**src/rtl/core/gas_pkg.sv**
```systemverilog
// Shared types and constants of the graph adjacency store.
`default_nettype none

package gas_pkg;

   localparam int VERTEX_W = 6;
   localparam int OP_W     = 3;
   localparam int IN_WT_W  = 16;
   localparam int CSR_W    = 7;
   localparam int REQ_W    = 32;
   localparam int RSP_W    = 32;

   typedef enum logic [OP_W-1:0] {
      OP_CLEAR      = 3'd0,
      OP_ADD_VERTEX = 3'd1,
      OP_DEL_VERTEX = 3'd2,
      OP_ADD_EDGE   = 3'd3,
      OP_DEL_EDGE   = 3'd4,
      OP_SUCC       = 3'd5,
      OP_PRED       = 3'd6,
      OP_ADJ        = 3'd7
   } op_type;

   typedef enum logic [1:0] {
      STAT_OK      = 2'd0,
      STAT_INVALID = 2'd1,
      STAT_FULL    = 2'd2,
      STAT_SPARE   = 2'd3
   } status_type;

   localparam logic CSR_DIRECTED  = 1'b0;
   localparam logic CSR_INIT_VERT = 1'b1;

   typedef enum logic [2:0] {
      S_IDLE,
      S_DISPATCH,
      S_APP2,
      S_RD,
      S_EV,
      S_SCAN_END,
      S_FIN
   } state_type;

   typedef struct packed {
      logic accept;
      logic dispatch;
      logic app2;
      logic rd;
      logic ev;
      logic scan_end;
      logic fin;
   } cmd_type;

   typedef struct packed {
      logic scan_start;
      logic go_app2;
      logic etotal_zero;
      logic ev_stall;
      logic scan_done;
      logic more_v;
      logic rsp_free;
   } sts_type;

endpackage

`default_nettype wire

```
**src/rtl/core/gas_ram.sv**
```systemverilog
// Generic single write port, single read port RAM with registered read.
`default_nettype none

module gas_ram #(
   parameter int WIDTH = 8,
   parameter int DEPTH = 64
) (
   input  wire logic                     clock,
   input  wire logic                     we,
   input  wire logic [$clog2(DEPTH)-1:0] waddr,
   input  wire logic [WIDTH-1:0]         wdata,
   input  wire logic                     re,
   input  wire logic [$clog2(DEPTH)-1:0] raddr,
   output logic      [WIDTH-1:0]         rdata
);

   logic [WIDTH-1:0] mem_ff [DEPTH];

   always_ff @(posedge clock) begin
      if (we) begin
         mem_ff[waddr] <= wdata;
      end
      if (re) begin
         rdata <= mem_ff[raddr];
      end
   end

endmodule

`default_nettype wire

```
**src/rtl/core/gas_ctrl.sv**
```systemverilog
// Sequencing state machine of the graph adjacency store.
`default_nettype none

module gas_ctrl (
   input  wire logic            clock,
   input  wire logic            reset,
   input  wire logic            req_tvalid,
   output logic                 req_tready,
   input  wire gas_pkg::sts_type sts,
   output gas_pkg::cmd_type     cmd
);

   gas_pkg::state_type state_ff, state_in;

   always_comb begin
      state_in = state_ff;
      case (state_ff)
         gas_pkg::S_IDLE: begin
            if (req_tvalid) state_in = gas_pkg::S_DISPATCH;
         end
         gas_pkg::S_DISPATCH: begin
            if (sts.go_app2) state_in = gas_pkg::S_APP2;
            else if (sts.scan_start)
               state_in = sts.etotal_zero ? gas_pkg::S_SCAN_END : gas_pkg::S_RD;
            else state_in = gas_pkg::S_FIN;
         end
         gas_pkg::S_APP2: state_in = gas_pkg::S_FIN;
         gas_pkg::S_RD:   state_in = gas_pkg::S_EV;
         gas_pkg::S_EV: begin
            if (!sts.ev_stall)
               state_in = sts.scan_done ? gas_pkg::S_SCAN_END : gas_pkg::S_RD;
         end
         gas_pkg::S_SCAN_END: begin
            if (sts.more_v)
               state_in = sts.etotal_zero ? gas_pkg::S_SCAN_END : gas_pkg::S_RD;
            else state_in = gas_pkg::S_FIN;
         end
         gas_pkg::S_FIN: begin
            if (sts.rsp_free) state_in = gas_pkg::S_IDLE;
         end
         default: state_in = gas_pkg::S_IDLE;
      endcase
   end

   always_comb begin
      cmd          = '0;
      req_tready   = 1'b0;
      case (state_ff)
         gas_pkg::S_IDLE: begin
            req_tready = 1'b1;
            cmd.accept = req_tvalid;
         end
         gas_pkg::S_DISPATCH: cmd.dispatch = 1'b1;
         gas_pkg::S_APP2:     cmd.app2 = 1'b1;
         gas_pkg::S_RD:       cmd.rd = 1'b1;
         gas_pkg::S_EV:       cmd.ev = 1'b1;
         gas_pkg::S_SCAN_END: cmd.scan_end = 1'b1;
         gas_pkg::S_FIN:      cmd.fin = sts.rsp_free;
         default: ;
      endcase
   end

   always_ff @(posedge clock) begin
      if (reset) begin
         state_ff <= gas_pkg::S_IDLE;
      end else begin
         state_ff <= state_in;
      end
   end

endmodule

`default_nettype wire

```
**src/rtl/core/gas_dp.sv**
```systemverilog
// Datapath of the graph adjacency store: edge table, counters, result registers.
`default_nettype none

module gas_dp #(
   parameter int MAX_VERTICES = 64,
   parameter int MAX_EDGES    = 64,
   parameter int WEIGHT_BITS  = 16
) (
   input  wire logic                        clock,
   input  wire logic                        reset,
   input  wire logic [gas_pkg::REQ_W-1:0]   req_tdata,
   input  wire logic                        csr_we,
   input  wire logic                        csr_index,
   input  wire logic [gas_pkg::CSR_W-1:0]   csr_wdata,
   output logic                             rsp_tvalid,
   input  wire logic                        rsp_tready,
   output logic [gas_pkg::RSP_W-1:0]        rsp_tdata,
   output logic                             rsp_tlast,
   input  wire gas_pkg::cmd_type            cmd,
   output gas_pkg::sts_type                 sts
);

   localparam int VW      = gas_pkg::VERTEX_W;
   localparam int EAW     = $clog2(MAX_EDGES);
   localparam int ECW     = $clog2(MAX_EDGES + 1);
   localparam int VCW     = $clog2(MAX_VERTICES + 1);
   localparam int CMPW    = (VCW > VW) ? VCW : VW;
   localparam int INW     = (VCW > gas_pkg::CSR_W) ? VCW : gas_pkg::CSR_W;
   localparam int ENTRY_W = 2 * VW + WEIGHT_BITS;

   gas_pkg::op_type            op_ff, op_in;
   logic [VW-1:0]              a_ff, a_in, b_ff, b_in;
   logic signed [15:0]         w_ff, w_in;
   logic                       dir_ff, dir_in;
   logic [gas_pkg::CSR_W-1:0]  init_ff, init_in;
   logic [VCW-1:0]             vcount_ff, vcount_in, vscan_ff, vscan_in;
   logic [ECW-1:0]             etotal_ff, etotal_in, idx_ff, idx_in, wr_ff, wr_in;
   logic                       pend_valid_ff, pend_valid_in;
   gas_pkg::status_type        pend_status_ff, pend_status_in;
   logic [VW-1:0]              pend_nb_ff, pend_nb_in;
   logic signed [15:0]         pend_w_ff, pend_w_in;
   logic                       pend_adj_ff, pend_adj_in, pend_empty_ff, pend_empty_in;
   logic                       rsp_valid_ff, rsp_valid_in;
   gas_pkg::status_type        rsp_status_ff, rsp_status_in;
   logic [VW-1:0]              rsp_nb_ff, rsp_nb_in;
   logic signed [15:0]         rsp_w_ff, rsp_w_in;
   logic                       rsp_adj_ff, rsp_adj_in, rsp_empty_ff, rsp_empty_in;
   logic                       rsp_last_ff, rsp_last_in;

   logic                       ram_we;
   logic [EAW-1:0]             ram_waddr;
   logic [ENTRY_W-1:0]         ram_wdata, ram_rdata;
   logic [VW-1:0]              rd_s, rd_t, new_s, new_t;
   logic signed [WEIGHT_BITS-1:0] rd_w, w_store;
   logic signed [15:0]         rd_w16;

   logic a_bad, b_bad, vfull, efull, list_op, match, drop, rsp_free, ev_go, push_mid;

   gas_ram #(.WIDTH(ENTRY_W), .DEPTH(MAX_EDGES)) u_ram (
      .clock (clock),
      .we    (ram_we),
      .waddr (ram_waddr),
      .wdata (ram_wdata),
      .re    (cmd.rd),
      .raddr (idx_ff[EAW-1:0]),
      .rdata (ram_rdata)
   );

   assign rd_s    = ram_rdata[VW-1:0];
   assign rd_t    = ram_rdata[2*VW-1:VW];
   assign rd_w    = ram_rdata[ENTRY_W-1:2*VW];
   assign rd_w16  = 16'(rd_w);
   assign w_store = WEIGHT_BITS'(w_ff);
   assign new_s   = (rd_s > a_ff) ? rd_s - 1'b1 : rd_s;
   assign new_t   = (rd_t > a_ff) ? rd_t - 1'b1 : rd_t;

   assign a_bad   = CMPW'(a_ff) >= CMPW'(vcount_ff);
   assign b_bad   = CMPW'(b_ff) >= CMPW'(vcount_ff);
   assign vfull   = vcount_ff == VCW'(MAX_VERTICES);
   assign efull   = ((ECW+1)'(etotal_ff) + (dir_ff ? (ECW+1)'(1) : (ECW+1)'(2)))
                    > (ECW+1)'(MAX_EDGES);
   assign list_op = (op_ff == gas_pkg::OP_SUCC) || (op_ff == gas_pkg::OP_PRED);
   assign rsp_free = !rsp_valid_ff || rsp_tready;

   always_comb begin
      match = 1'b0;
      drop  = 1'b0;
      case (op_ff)
         gas_pkg::OP_SUCC: match = rd_s == a_ff;
         gas_pkg::OP_PRED: match = (CMPW'(rd_s) == CMPW'(vscan_ff)) && (rd_t == a_ff);
         gas_pkg::OP_ADJ:  match = (rd_s == a_ff) && (rd_t == b_ff);
         gas_pkg::OP_DEL_VERTEX: drop = (rd_s == a_ff) || (rd_t == a_ff);
         gas_pkg::OP_DEL_EDGE:
            drop = ((rd_s == a_ff) && (rd_t == b_ff)) ||
                   (!dir_ff && (rd_s == b_ff) && (rd_t == a_ff));
         default: ;
      endcase
   end

   assign push_mid = list_op && match && pend_valid_ff;
   assign ev_go    = cmd.ev && !(push_mid && !rsp_free);

   always_comb begin
      sts = '0;
      sts.scan_start = (op_ff == gas_pkg::OP_DEL_VERTEX && !a_bad) ||
                       (op_ff == gas_pkg::OP_DEL_EDGE && !a_bad && !b_bad) ||
                       (op_ff == gas_pkg::OP_ADJ && !a_bad && !b_bad) ||
                       (list_op && !a_bad);
      sts.go_app2     = op_ff == gas_pkg::OP_ADD_EDGE && !a_bad && !b_bad && !efull && !dir_ff;
      sts.etotal_zero = etotal_ff == '0;
      sts.ev_stall    = push_mid && !rsp_free;
      sts.scan_done   = idx_ff == etotal_ff;
      sts.more_v      = (op_ff == gas_pkg::OP_PRED) &&
                        ((VCW+1)'(vscan_ff) + (VCW+1)'(1) < (VCW+1)'(vcount_ff));
      sts.rsp_free    = rsp_free;
   end

   always_comb begin
      op_in = op_ff;  a_in = a_ff;  b_in = b_ff;  w_in = w_ff;
      dir_in = dir_ff;  init_in = init_ff;
      vcount_in = vcount_ff;  etotal_in = etotal_ff;
      idx_in = idx_ff;  wr_in = wr_ff;  vscan_in = vscan_ff;
      pend_valid_in = pend_valid_ff;  pend_status_in = pend_status_ff;
      pend_nb_in = pend_nb_ff;  pend_w_in = pend_w_ff;
      pend_adj_in = pend_adj_ff;  pend_empty_in = pend_empty_ff;
      rsp_valid_in = rsp_valid_ff && !rsp_tready;
      rsp_status_in = rsp_status_ff;  rsp_nb_in = rsp_nb_ff;  rsp_w_in = rsp_w_ff;
      rsp_adj_in = rsp_adj_ff;  rsp_empty_in = rsp_empty_ff;  rsp_last_in = rsp_last_ff;
      ram_we = 1'b0;
      ram_waddr = etotal_ff[EAW-1:0];
      ram_wdata = {w_store, b_ff, a_ff};

      if (csr_we) begin
         case (csr_index)
            gas_pkg::CSR_DIRECTED:  dir_in  = csr_wdata[0];
            gas_pkg::CSR_INIT_VERT: init_in = csr_wdata;
            default: ;
         endcase
      end

      if (cmd.accept) begin
         op_in = gas_pkg::op_type'(req_tdata[2:0]);
         a_in  = req_tdata[8:3];
         b_in  = req_tdata[14:9];
         w_in  = req_tdata[30:15];
      end

      if (cmd.dispatch) begin
         pend_valid_in  = 1'b1;
         pend_status_in = gas_pkg::STAT_OK;
         pend_nb_in = '0;  pend_w_in = '0;  pend_adj_in = 1'b0;  pend_empty_in = 1'b0;
         idx_in = '0;  wr_in = '0;  vscan_in = '0;
         case (op_ff)
            gas_pkg::OP_CLEAR: begin
               etotal_in = '0;
               vcount_in = (INW'(init_ff) > INW'(MAX_VERTICES)) ?
                           VCW'(MAX_VERTICES) : VCW'(init_ff);
            end
            gas_pkg::OP_ADD_VERTEX: begin
               if (vfull) pend_status_in = gas_pkg::STAT_FULL;
               else begin
                  vcount_in  = vcount_ff + 1'b1;
                  pend_nb_in = VW'(vcount_ff);
               end
            end
            gas_pkg::OP_ADD_EDGE: begin
               if (a_bad || b_bad) pend_status_in = gas_pkg::STAT_INVALID;
               else if (efull) pend_status_in = gas_pkg::STAT_FULL;
               else begin
                  ram_we    = 1'b1;
                  etotal_in = etotal_ff + 1'b1;
               end
            end
            gas_pkg::OP_DEL_EDGE, gas_pkg::OP_ADJ: begin
               if (a_bad || b_bad) pend_status_in = gas_pkg::STAT_INVALID;
            end
            default: begin
               if (a_bad) pend_status_in = gas_pkg::STAT_INVALID;
               else if (list_op) pend_valid_in = 1'b0;
            end
         endcase
      end

      if (cmd.app2) begin
         ram_we    = 1'b1;
         ram_wdata = {w_store, a_ff, b_ff};
         etotal_in = etotal_ff + 1'b1;
      end

      if (cmd.rd) idx_in = idx_ff + 1'b1;

      if (ev_go) begin
         if (op_ff == gas_pkg::OP_DEL_VERTEX || op_ff == gas_pkg::OP_DEL_EDGE) begin
            if (!drop) begin
               ram_we    = 1'b1;
               ram_waddr = wr_ff[EAW-1:0];
               ram_wdata = (op_ff == gas_pkg::OP_DEL_VERTEX) ? {rd_w, new_t, new_s}
                                                             : ram_rdata;
               wr_in     = wr_ff + 1'b1;
            end
         end else if (op_ff == gas_pkg::OP_ADJ) begin
            if (match) pend_adj_in = 1'b1;
         end else if (list_op && match) begin
            if (pend_valid_ff) begin
               rsp_valid_in  = 1'b1;
               rsp_status_in = pend_status_ff;  rsp_nb_in = pend_nb_ff;
               rsp_w_in = pend_w_ff;  rsp_adj_in = pend_adj_ff;
               rsp_empty_in = pend_empty_ff;  rsp_last_in = 1'b0;
            end
            pend_valid_in  = 1'b1;
            pend_status_in = gas_pkg::STAT_OK;
            pend_nb_in     = (op_ff == gas_pkg::OP_SUCC) ? rd_t : VW'(vscan_ff);
            pend_w_in      = rd_w16;
         end
      end

      if (cmd.scan_end) begin
         if (op_ff == gas_pkg::OP_DEL_VERTEX || op_ff == gas_pkg::OP_DEL_EDGE)
            etotal_in = wr_ff;
         if (op_ff == gas_pkg::OP_DEL_VERTEX) vcount_in = vcount_ff - 1'b1;
         if (sts.more_v) begin
            vscan_in = vscan_ff + 1'b1;
            idx_in   = '0;
         end else if (list_op && !pend_valid_ff) begin
            pend_valid_in = 1'b1;
            pend_empty_in = 1'b1;
         end
      end

      if (cmd.fin) begin
         rsp_valid_in  = 1'b1;
         rsp_status_in = pend_status_ff;  rsp_nb_in = pend_nb_ff;
         rsp_w_in = pend_w_ff;  rsp_adj_in = pend_adj_ff;
         rsp_empty_in = pend_empty_ff;  rsp_last_in = 1'b1;
         pend_valid_in = 1'b0;
      end
   end

   always_ff @(posedge clock) begin
      if (reset) begin
         dir_ff        <= 1'b0;
         init_ff       <= '0;
         vcount_ff     <= '0;
         etotal_ff     <= '0;
         pend_valid_ff <= 1'b0;
         rsp_valid_ff  <= 1'b0;
      end else begin
         dir_ff        <= dir_in;
         init_ff       <= init_in;
         vcount_ff     <= vcount_in;
         etotal_ff     <= etotal_in;
         pend_valid_ff <= pend_valid_in;
         rsp_valid_ff  <= rsp_valid_in;
      end
   end

   always_ff @(posedge clock) begin
      op_ff <= op_in;  a_ff <= a_in;  b_ff <= b_in;  w_ff <= w_in;
      idx_ff <= idx_in;  wr_ff <= wr_in;  vscan_ff <= vscan_in;
      pend_status_ff <= pend_status_in;  pend_nb_ff <= pend_nb_in;
      pend_w_ff <= pend_w_in;  pend_adj_ff <= pend_adj_in;  pend_empty_ff <= pend_empty_in;
      rsp_status_ff <= rsp_status_in;  rsp_nb_ff <= rsp_nb_in;  rsp_w_ff <= rsp_w_in;
      rsp_adj_ff <= rsp_adj_in;  rsp_empty_ff <= rsp_empty_in;  rsp_last_ff <= rsp_last_in;
   end

   assign rsp_tvalid = rsp_valid_ff;
   assign rsp_tlast  = rsp_last_ff;
   assign rsp_tdata  = {6'd0, rsp_empty_ff, rsp_adj_ff, rsp_w_ff, rsp_nb_ff, rsp_status_ff};

endmodule

`default_nettype wire

```
**src/rtl/core/graph_adjacency_store_core.sv**
```systemverilog
// Top level of the graph adjacency store.
`default_nettype none

// Weighted graph store holding its edges as one table in insertion order, in a
// single RAM of MAX_EDGES entries. One request is worked on at a time, and the
// next request is taken as soon as the previous one has finished, even while
// its last response still waits in the output register. Add edge writes a
// second, reversed entry when the store is undirected. Remove vertex, remove
// edge, successors and the adjacency test scan the live table entry by entry,
// and predecessors repeat that scan once for every vertex. The scans read the
// table through its one RAM read port, and a list scan waits whenever a match
// finds the response register still full. A list query streams one response
// per match with tlast on the final one, or a single response with empty_res
// set when nothing matched. Configuration writes are taken at any time but
// should be made only while the block is idle.

module graph_adjacency_store_core #(
   parameter int MAX_VERTICES = 64,
   parameter int MAX_EDGES    = 64,
   parameter int WEIGHT_BITS  = 16
) (
   input  wire logic                      clock,
   input  wire logic                      reset,
   // Request: op [2:0], vertex_a [8:3], vertex_b [14:9], edge_weight [30:15].
   input  wire logic                      req_tvalid,
   output logic                           req_tready,
   input  wire logic [gas_pkg::REQ_W-1:0] req_tdata,
   // Response: status [1:0], neighbour [7:2], neighbour_weight [23:8],
   // is_adjacent [24], empty_res [25].
   output logic                           rsp_tvalid,
   input  wire logic                      rsp_tready,
   output logic [gas_pkg::RSP_W-1:0]      rsp_tdata,
   output logic                           rsp_tlast,
   // Register 0 is directed, register 1 is initial_vertices.
   input  wire logic                      csr_we,
   input  wire logic                      csr_index,
   input  wire logic [gas_pkg::CSR_W-1:0] csr_wdata
);

   gas_pkg::cmd_type cmd;
   gas_pkg::sts_type sts;

   // The controller only sequences; all decisions on the table data are made
   // in the datapath and reported back as status.
   gas_ctrl u_ctrl (
      .clock      (clock),
      .reset      (reset),
      .req_tvalid (req_tvalid),
      .req_tready (req_tready),
      .sts        (sts),
      .cmd        (cmd)
   );

   gas_dp #(
      .MAX_VERTICES (MAX_VERTICES),
      .MAX_EDGES    (MAX_EDGES),
      .WEIGHT_BITS  (WEIGHT_BITS)
   ) u_dp (
      .clock      (clock),
      .reset      (reset),
      .req_tdata  (req_tdata),
      .csr_we     (csr_we),
      .csr_index  (csr_index),
      .csr_wdata  (csr_wdata),
      .rsp_tvalid (rsp_tvalid),
      .rsp_tready (rsp_tready),
      .rsp_tdata  (rsp_tdata),
      .rsp_tlast  (rsp_tlast),
      .cmd        (cmd),
      .sts        (sts)
   );

endmodule

`default_nettype wire

```
**config.mk**
```make
export PLATFORM = sky130hd
export DESIGN_NAME = graph_adjacency_store_core
export DESIGN_NICKNAME = d
export VERILOG_FILES = /design/src/rtl/core/gas_pkg.sv /design/src/rtl/core/gas_ram.sv /design/src/rtl/core/gas_ctrl.sv /design/src/rtl/core/gas_dp.sv /design/src/rtl/core/graph_adjacency_store_core.sv
export SDC_FILE = /design/constraint.sdc
export NUM_CORES = 2
export LEC_CHECK = 0
export ABC_AREA = 1
export BUFFER_PORTS_ARGS = -buffer_cell sky130_fd_sc_hd__buf_2
export CORE_UTILIZATION = 40
export CTS_BUF_LIST = sky130_fd_sc_hd__clkbuf_8 sky130_fd_sc_hd__clkbuf_16
export DETAILED_ROUTE_END_ITERATION = 8
export PLACE_DENSITY = 0.54
export SYNTH_ARGS = -nofsm -noshare
export SYNTH_HDL_FRONTEND = slang
export SYNTH_SLANG_ARGS = --single-unit
```
**constraint.sdc**
```tcl
create_clock -name clock -period 13.8 [get_ports clock]
set_input_delay 0.69 -clock clock [delete_from_list [all_inputs] [get_ports clock]]
set_output_delay 0.69 -clock clock [all_outputs]
set_load 0.05 [all_outputs]
```
==> flow_summary_export.csv <==
group,metric,value,unit
outcome,outcome,"complete, no violations",
synth,synth_area,78300,um2
floorplanning,num_rows,162,
timing,finalCritPeriodShare,37.0,%
floorplanning,ios,80,
setup_path,critPathKind,"reg -> reg",
setup_path,required,14.37,ns
clock_network,cts.path.max_buffers,3,
setup_path,worstPathMaxFanout,212,
drt,drtAntennaViolNets,0,
final_layout,drive_above_1_share,10.1,%
timing,finalSetupViolCount,0,
floorplanning,die_h,445,um
worst_hold_path,holdCritPathClass,"in -> reg",
drt,num_vias,50800,
drt,viasPerCell,5.65,
clock_network,cts_root_buffer,"clkbuf_16",
placement,dp_slack,8.76,ns
timing,tightest_slew,1.23,ns
global_routing,grt_use_total,22.6,%
synth,avgSynthCellArea,12.7,um2
timing,finalSetupTns,0,ns
floorplanning,core_area,195000,um2
setup_path,rrSetupSlack,8.69,ns
synth,syn_inst,6157,
power,ir_drop,0.153,mV
clock_network,clkSinkCount,1952,
power,total_leakage_power,28.9,nW
synth,synth.distinct_cells,56,
clock_network,cts_tree,"built",
synth,synth.yosys.seq_area_share,73.9,%
synth,synthFlopType,"edfxtp_1",
timing,period_minus_slack,5.11,ns
placement,placed_area,82400,um2
timing,max_freq,0.196,GHz
drt,dr.pass1.iters,5,
timing,holdWs,0.0605,ns
drt,routedWlPerCell,25.3,um
placement,hpwl,122000,um
clock_network,cts_buffers,204,
setup_path,start_kind,"flop",
placement,buffer_ports.inserted,72,
clock_network,clk_pin_slew,0.06,ns
timing,max-slew-margin-rel,17.7,%
clock_network,clkLatencyLatePin,0.86,ns
setup_path,crit_arrival,5.68,ns
final_layout,finalInstanceArea,88900,um2
synth,async_reset_ff_share,0,%
run,max_cap_viol_count,0,
floorplanning,initial_core_util,40.2,%
drt,routed_wl,227000,um
floorplanning,dieArea,198000,um2
final_layout,syn_to_final_growth,13.5,%
floorplanning,die_x,445,um
drt,drc,0,
clock_network,h-tree-depth,4,
timing,hold_violations,0,
timing,rsz0062_at_grt,"false",
global_routing,grt.overflow.total,0,
timing,fin_ws,8.69,ns
drt,drt_iter0_markers,5156,
global_routing,grt_max_degree,213,
timing,slew_viol_final,0,
global_routing,grt_pass1_vias,48000,
synth,yosys_warnings,0,
power,powerDensity,188,nW/um2
setup_path,cp-end-kind,"flop",
placement,routabilityCongestion,0.860,
timing,skew,0.0448,ns
final_layout,nets,6284,
synth,yosys_register_bits,1952,
global_routing,grt_pass1_wl,331000,um
global_routing,antenna_found_initial,3,
synth,synth_edf_count,1877,
[synth_stat cells (all sizes together), types with 2 or more instances]
cell type,count,area [um2]
edfxtp,1877,56400
nor2,1074,4050
o21ai,1006,5060
nand2,507,1950
clkbuf,336,1260
o22ai,280,1750
nand3,228,1220
o221ai,174,1520
inv,152,571
a21oi,103,519
buf,76,384
dfxtp,75,1500
nand4,73,507
o211ai,56,420
ha,42,526
xor2,21,184
nor3,19,95.1
a22oi,8,60.1
a31oi,8,50.1
clkinv,7,26.3
a211oi,5,37.5
xnor2,5,43.8
a221oi,3,26.3
mux2i,3,30.0
o31ai,3,22.5
nand3b,2,15.0
[placed cells by master (no fill, tap or decap), drive strengths merged, types with 2 or more instances in the layout]
cell type / synthesis / final
edfxtp: 1877 / 1877
nor2: 1074 / 1074
o21ai: 1006 / 1006
nand2: 507 / 507
o22ai: 280 / 280
nand3: 228 / 228
inv: 152 / 221
buf: 76 / 210
clkbuf: 336 / 207
o221ai: 174 / 174
a21oi: 103 / 103
clkinv: 7 / 86
dfxtp: 75 / 75
nand4: 73 / 73
o211ai: 56 / 56
ha: 42 / 42
dlygate4sd3: 0 / 30
xor2: 21 / 21
nor3: 19 / 19
bufinv: 0 / 10
a22oi: 8 / 8
a31oi: 8 / 8
conb: 1 / 6
clkinvlp: 0 / 6
a211oi: 5 / 5
xnor2: 5 / 5
o31ai: 3 / 3
a221oi: 3 / 3
mux2i: 3 / 3
nand3b: 2 / 2
[per-stage QoR]
stage	cells	total power (W)	utilization, %
after global routing	8985	0.0174	45.7
after CTS	8985	0.0168	45.7
after detailed placement	8584	0.0117	42.3
after global placement	8584	0.0116	42.3
after floorplan	6162	0.0101	-
final	8986	0.0167	45.7
[layout make-up]
cell class / count / area (um2)
fill: 17300 / 106000
timing repair buffer: 240 / 1820
clock buffer: 207 / 5170
antenna: 1 / 2.50
tap: 2624 / 3280
clock inverter: 164 / 1070
multi-input combinational: 3639 / 19100
sequential: 1952 / 57900
inverter: 159 / 621
[repair_timing]
| action | CTS | global route |
|---|---|---|
| gates resized for setup | 0 | 0 |
| setup buffers | 0 | 0 |
| hold buffers | 30 | 0 |
| endpoints found under the hold margin | 30 | 0 |
[layer usage]
layer / vias up / track usage [%] / share of wire [%]
li1: 23000 / - / -
met1: 25800 / 31.0 / 43
met2: 1643 / 37.0 / 48
met3: 342 / 2.74 / 5.6
met4: 0 / 8.54 / 3.6
met5: - / 0 / 0
[worst max-delay path: stages (launching register included)]
cell and delay (ns):
dfxtp_4 0.53, inv_8 0.50, buf_4 0.65, buf_12 0.61
buf_4 0.80, o21ai_0 0.20, o221ai_1 0.32, nand3_1 0.16
nand3_1 0.11, nand2_1 0.05, nand3_1 0.42
[registers in the layout, indices dropped and copies added, names as in the netlist, 2 cells and up]
| register | flops |
|---|---|
| u_dp.a_ff | 6 |
| u_ctrl.state_ff | 3 |
| u_dp.vscan_ff | 7 |
| u_dp.idx_ff | 7 |
| u_dp.op_ff | 3 |
| u_dp.rsp_nb_ff | 6 |
| u_dp.u_ram.rdata | 28 |
| u_dp.pend_nb_ff | 6 |
| u_dp.rsp_w_ff | 16 |
| u_dp.vcount_ff | 7 |
| u_dp.b_ff | 6 |
| u_dp.w_ff | 16 |
| u_dp.pend_status_ff | 2 |
| u_dp.etotal_ff | 7 |
| u_dp.rsp_status_ff | 2 |
| u_dp.u_ram.mem_ff | 1792 |
| u_dp.init_ff | 7 |
| u_dp.pend_w_ff | 16 |
| u_dp.wr_ff | 7 |
[power by group]
| group | total, W | internal (W) | switching, W |
|---|---|---|---|
| Sequential | 0.00745 | 0.00734 | 0.000108 |
| Combinational | 0.00411 | 0.000943 | 0.00317 |
| Clock | 0.00517 | 0.00289 | 0.00228 |
[kinds of logic after synthesis]
logic type      after synthesis  share of synthesized area, %
buf+inv                     571                          2.86
mux                           3                        0.0383
other cells                   1                       0.00479
xor+xnor                     26                         0.291
fa+ha+maj                    43                         0.696
flops                      1952                          73.9
compound gates             1656                          12.2
simple gates               1905                          10.0
[final timing paths]
| kind | startpoint | to | depth (start not counted) |
|---|---|---|---|
| worst max-delay path | u_dp.idx_ff[0] | u_dp.u_ram.rdata[18] | 10 |
| worst min-delay path | req_tdata[26] | u_dp.w_ff[11] | 1 |
| worst max register to register | u_dp.idx_ff[0] | u_dp.u_ram.rdata[18] | 10 |
| worst min register to register | u_dp.pend_w_ff[10] | u_dp.rsp_w_ff[10] | 0 |
Note: power is estimated with default switching activity, not from simulation.
